--- src/design/stdisp_div.sv ---
`default_nettype none
// Pipelined restoring divider, one quotient bit per stage.
module stdisp_div #(
	parameter int NW  = 57,
	parameter int DW  = 43,
	parameter int QB  = 16,
	parameter int SBW = 2
) (
	input  wire logic           clk,
	input  wire logic           arst_n,
	input  wire logic           en,
	input  wire logic           in_vld,
	input  wire logic [NW-1:0]  num,
	input  wire logic [DW-1:0]  den,
	input  wire logic [SBW-1:0] sb_in,
	output logic                out_vld,
	output logic [QB-1:0]       quot,
	output logic [SBW-1:0]      sb_out
);

	localparam int RW = (NW > DW + QB) ? NW : DW + QB;

	logic          v_s   [QB+1];
	logic [RW-1:0] rem_s [QB+1];
	logic [DW-1:0] den_s [QB+1];
	logic [QB-1:0] q_s   [QB+1];
	logic [SBW-1:0] sb_s [QB+1];

	assign v_s[0]   = in_vld;
	assign rem_s[0] = RW'(num);
	assign den_s[0] = den;
	assign q_s[0]   = '0;
	assign sb_s[0]  = sb_in;

	for (genvar k = 0; k < QB; k++) begin : g_stage
		localparam int SH = QB - 1 - k;
		logic [RW-1:0] dsh;
		logic          ge;

		always_comb begin
			dsh = RW'(den_s[k]) << SH;
			ge  = (rem_s[k] >= dsh);
		end

		always_ff @(posedge clk or negedge arst_n) begin
			if (!arst_n) begin
				v_s[k+1] <= 1'b0;
			end else if (en) begin
				v_s[k+1] <= v_s[k];
			end
		end

		always_ff @(posedge clk) begin
			if (en) begin
				rem_s[k+1] <= ge ? rem_s[k] - dsh : rem_s[k];
				den_s[k+1] <= den_s[k];
				q_s[k+1]   <= {q_s[k][QB-2:0], ge};
				sb_s[k+1]  <= sb_s[k];
			end
		end
	end

	assign out_vld = v_s[QB];
	assign quot    = q_s[QB];
	assign sb_out  = sb_s[QB];

endmodule
`default_nettype wire

--- config.mk ---
export PLATFORM = sky130hd
export DESIGN_NAME = stdisp_div
export DESIGN_NICKNAME = d
export VERILOG_FILES = /design/src/design/stdisp_div.sv
export SDC_FILE = /design/constraint.sdc
export NUM_CORES = 2
export LEC_CHECK = 0
export BUFFER_PORTS_ARGS = -buffer_cell sky130_fd_sc_hd__buf_2
export CAP_MARGIN = 20
export CORE_UTILIZATION = 51
export DETAILED_ROUTE_END_ITERATION = 10
export GPL_TIMING_DRIVEN = 0
export PLACE_DENSITY = 0.67
export SYNTH_ARGS = -nofsm -noshare
export SYNTH_HDL_FRONTEND = slang
export SYNTH_SLANG_ARGS = --single-unit
--- constraint.sdc ---
create_clock -name clk -period 5 [get_ports clk]
set_clock_uncertainty 0.2 [all_clocks]
set_input_delay 1 -clock clk [delete_from_list [all_inputs] [get_ports clk]]
set_output_delay 1 -clock clk [all_outputs]
set_load 0.005 [all_outputs]
==> flow_summary.yaml <==
status:
  outcome: "finished with violations"
  violations: "setup timing"
logic_synthesis:
  synth_area_leaders: "edfxtp_1 50%, ha_1 8.5%, a21oi_1 5.0%"
  synth_top_family_by_area: "compound AO/OA/AOI/OAI gates"
  dominantRegCellSynth: "edfxtp_1"
  ys_seq_area_share_pct: 50.7
  synth_top_area_cell: "edfxtp_1"
  ys_warn_count: 0
  synth_cell_types: 96
  synthSimpleGateAreaFrac_pct: 11.1
  syn_area_per_cell_sq_um: 10.6
  synth_top_cell_area_share_pct: 50.3
  synth_edf_count: 1698
  synthCells: 9544
  syn_area_sq_um: 101000
  ys_ff_latch: 1714
  syn_nets: 10400
  synthAdderAreaFrac_pct: 8.78
  async_flop_share_pct: 0.933
  synth-compound-area-share_pct: 16.1
  muxShareOfSynthArea_pct: 2.59
  yosys.area_share.xor_xnor_pct: 5.96
floorplanning:
  start_util_pct: 51.3
  num_rows: 163
  core_sq_um: 197000
  io_pins: 125
  die_h_um: 448
  die_x_um: 448
  die_area_sq_um: 201000
setup_path:
  r2r_slack_ps: -4
  start_kind: "flip-flop"
  path_class: "flip-flop to flip-flop"
  crit_required_ps: 5350
  critPathCapture: "rem_s[130]$_DFFE_PP_"
  critPathCaptureType: "flip-flop"
  arrival_ps: 5350
  reg2regPathDepth: 11
  crit_fanout: 11
  crit_start: "rem_s[229]$_DFFE_PP_"
  r2r-start: "rem_s[229]$_DFFE_PP_"
  reg2reg_to: "rem_s[130]$_DFFE_PP_"
routing:
  vias: 72600
  antenna_left: 0
  drt-total-wl_mm: 275
  wire_per_inst_um: 21.6
  routed_via_density: 5.72
  drt-initial-drc-count: 4485
  first_pass_iters: 6
  post-route-drc-count: 0
sta:
  hold_viol_final: 0
  worst_pin_slew_ps: 1150
  slew_headroom_pct: 22.4
  timing.hold.ws_ps: 124
  fin_ws_ps: -3.99
  fmaxAchievable_ghz: 0.200
  fin_crit_sh_pct: 100
  rsz0062_at_grt: "yes"
  setup_viol: 1
  drv_slew: 0
  layout_min_cycle_time_ps: 5000
place:
  gp_congestion: 1.11
  port_buffers: 124
  dpl_cell_area_sq_um: 106000
  hpwl_mm: 218
clock_network:
  cts_buffers: 187
  cts_tree: "built"
  clockBufferDepth: 3
  h-tree-depth: 4
  cts.sinks: 1714
  insertion_delay_ps: 870
  clock-root-buffer: "clkbuf_16"
  clk_pin_slew_worst_paths_ps: 60
power:
  power.share.combinational_pct: 43.6
  pwr-share-clk_pct: 22.3
  peakVddDrop_uv: 328
  leakage_nw: 45.8
  p_switching_mw: 25.4
  internal-power_mw: 41.8
  power.share.switching_pct: 37.8
  power_frac_seq_pct: 34.1
  power_density_nw_per_um2: 594
finish:
  drive_gt1_share_pct: 8.78
  nNetsFinal: 10700
  layout_common_cells: "1698 x edfxtp_1, 1001 x a21oi_1, 866 x inv_1"
  syn_to_final_growth_pct: 11.6
  final_cell_area_sq_um: 113000
  layout_commonest_cell: "edfxtp_1"
  fillers: 16600
worst_hold_path:
  hold_class: "input port to flip-flop"
global_routing:
  grt_max_degree: 179
  grt_pass1_wl_mm: 415
  antenna_found_initial: 4
  first_global_vias: 74800
  track_usage_pct: 27.1
  gr-total-overflow: 0
run:
  cap_violations: 0
==> through the flow <==
stage | worst slack, ps | setup TNS [ps] | instances | utilization (%) | total power, mW
global placement | -23030 | - | 12300 | 53.3 | 52.0
global route | -2.70 | -2.70 | 12700 | 57.3 | 71.4
detailed placement | -1450 | -383660 | 12300 | 53.6 | 51.7
finish | -3.99 | -3.99 | 12700 | 57.3 | 67.2
CTS | 1.36 | 0 | 12700 | 57.2 | 67.1
floorplan | 507 | 0 | 9544 | - | 43.9
==> critical path: stages (launching register included) <==
cell	delay, ps
edfxtp_1	440
or4_1	570
or2_1	510
nor4_1	400
nand2_1	450
o21ai_1	290
a21oi_1	80
nor2b_1	160
a31o_2	290
clkinv_2	250
buf_1	850
a21oi_1	180
==> per-layer routing <==
metal  global-route usage [%]  wire length (um)  vias to the layer above
li1                         -                 -                    35700
met1                     23.8             90600                    34100
met2                     55.0            153000                     2072
met3                     2.73              7970                      819
met4                     20.7             23200                        0
met5                        0                 0                        -
==> sequential cells by signal, summed over array words and instances, names as in the netlist <==
name / cells
den_s: 645
out_vld: 1
q_s: 120
quot: 16
rem_s: 885
sb_out: 2
sb_s: 30
v_s: 15
==> worst min-delay path by stage <==
stage	from	to	slack [ps]	cells past startpoint
global route	sb_in[0]	sb_s[30]$_DFFE_PP_	80	1
floorplan	q_s[115]$_DFFE_PP_	q_s[100]$_DFFE_PP_	200	0
CTS	num[2]	rem_s[887]$_DFFE_PP_	50	1
detailed placement	q_s[117]$_DFFE_PP_	q_s[102]$_DFFE_PP_	200	0
global placement	q_s[21]$_DFFE_PP_	quot[6]$_DFFE_PP_	200	0
finish	num[2]	rem_s[887]$_DFFE_PP_	120	1
==> synthesized netlist by cell type (178+ instances only) <==
master and instances:
a21o_1 434, a21oi_1 1006, clkbuf_1 266, edfxtp_1 1698, ha_1 687, inv_1 867, mux2_2 178, nand2_1 602
nand4_1 178, nor2_1 712, o21ai_0 479, xnor2_1 402, xor2_1 288
==> final cells by class <==
type	count	area (sq um)	area share (%)
timing repair buffer	162	1150	1.02
clock inverter	138	1950	1.73
tap	2640	3300	2.92
sequential	1714	51400	45.4
antenna	8	20.0	0.0177
clock buffer	215	4880	4.31
inverter	869	3270	2.89
multi-input combinational	6601	45600	40.3
buffer	355	1570	1.39
==> kinds of logic (layout without fill, tap and decap cells) <==
family          after synthesis  count (layout)
compound gates             2633            2633
mux                         223             223
buf+inv                    1229            1739
xor+xnor                    690             690
fa+ha+maj                   702             702
flops                      1714            1714
other cells                   0               8
simple gates               2353            2353
==> power by group through the flow <==
stage / combinational, mW / sequential (mW) / clock [mW]
6_report: 29.3 / 22.9 / 15.0
2_1_floorplan: 21.6 / 22.3 / 0
3_3_place_gp: 28.3 / 23.8 / 0
5_1_grt: 32.3 / 23.3 / 15.8
4_1_cts: 28.9 / 22.9 / 15.3
3_5_place_dp: 28.6 / 23.1 / 0
==> repair_timing <==
item                                    CTS  global route
endpoints found under the setup margin  647           326
cloned                                    0             0
resized for setup                        85            59
hold endpoints to repair                 16             0
buffers inserted                          6             3
pin swaps                                 5             2
hold buffers                              1             0
Power figures use the tool's default switching activity.
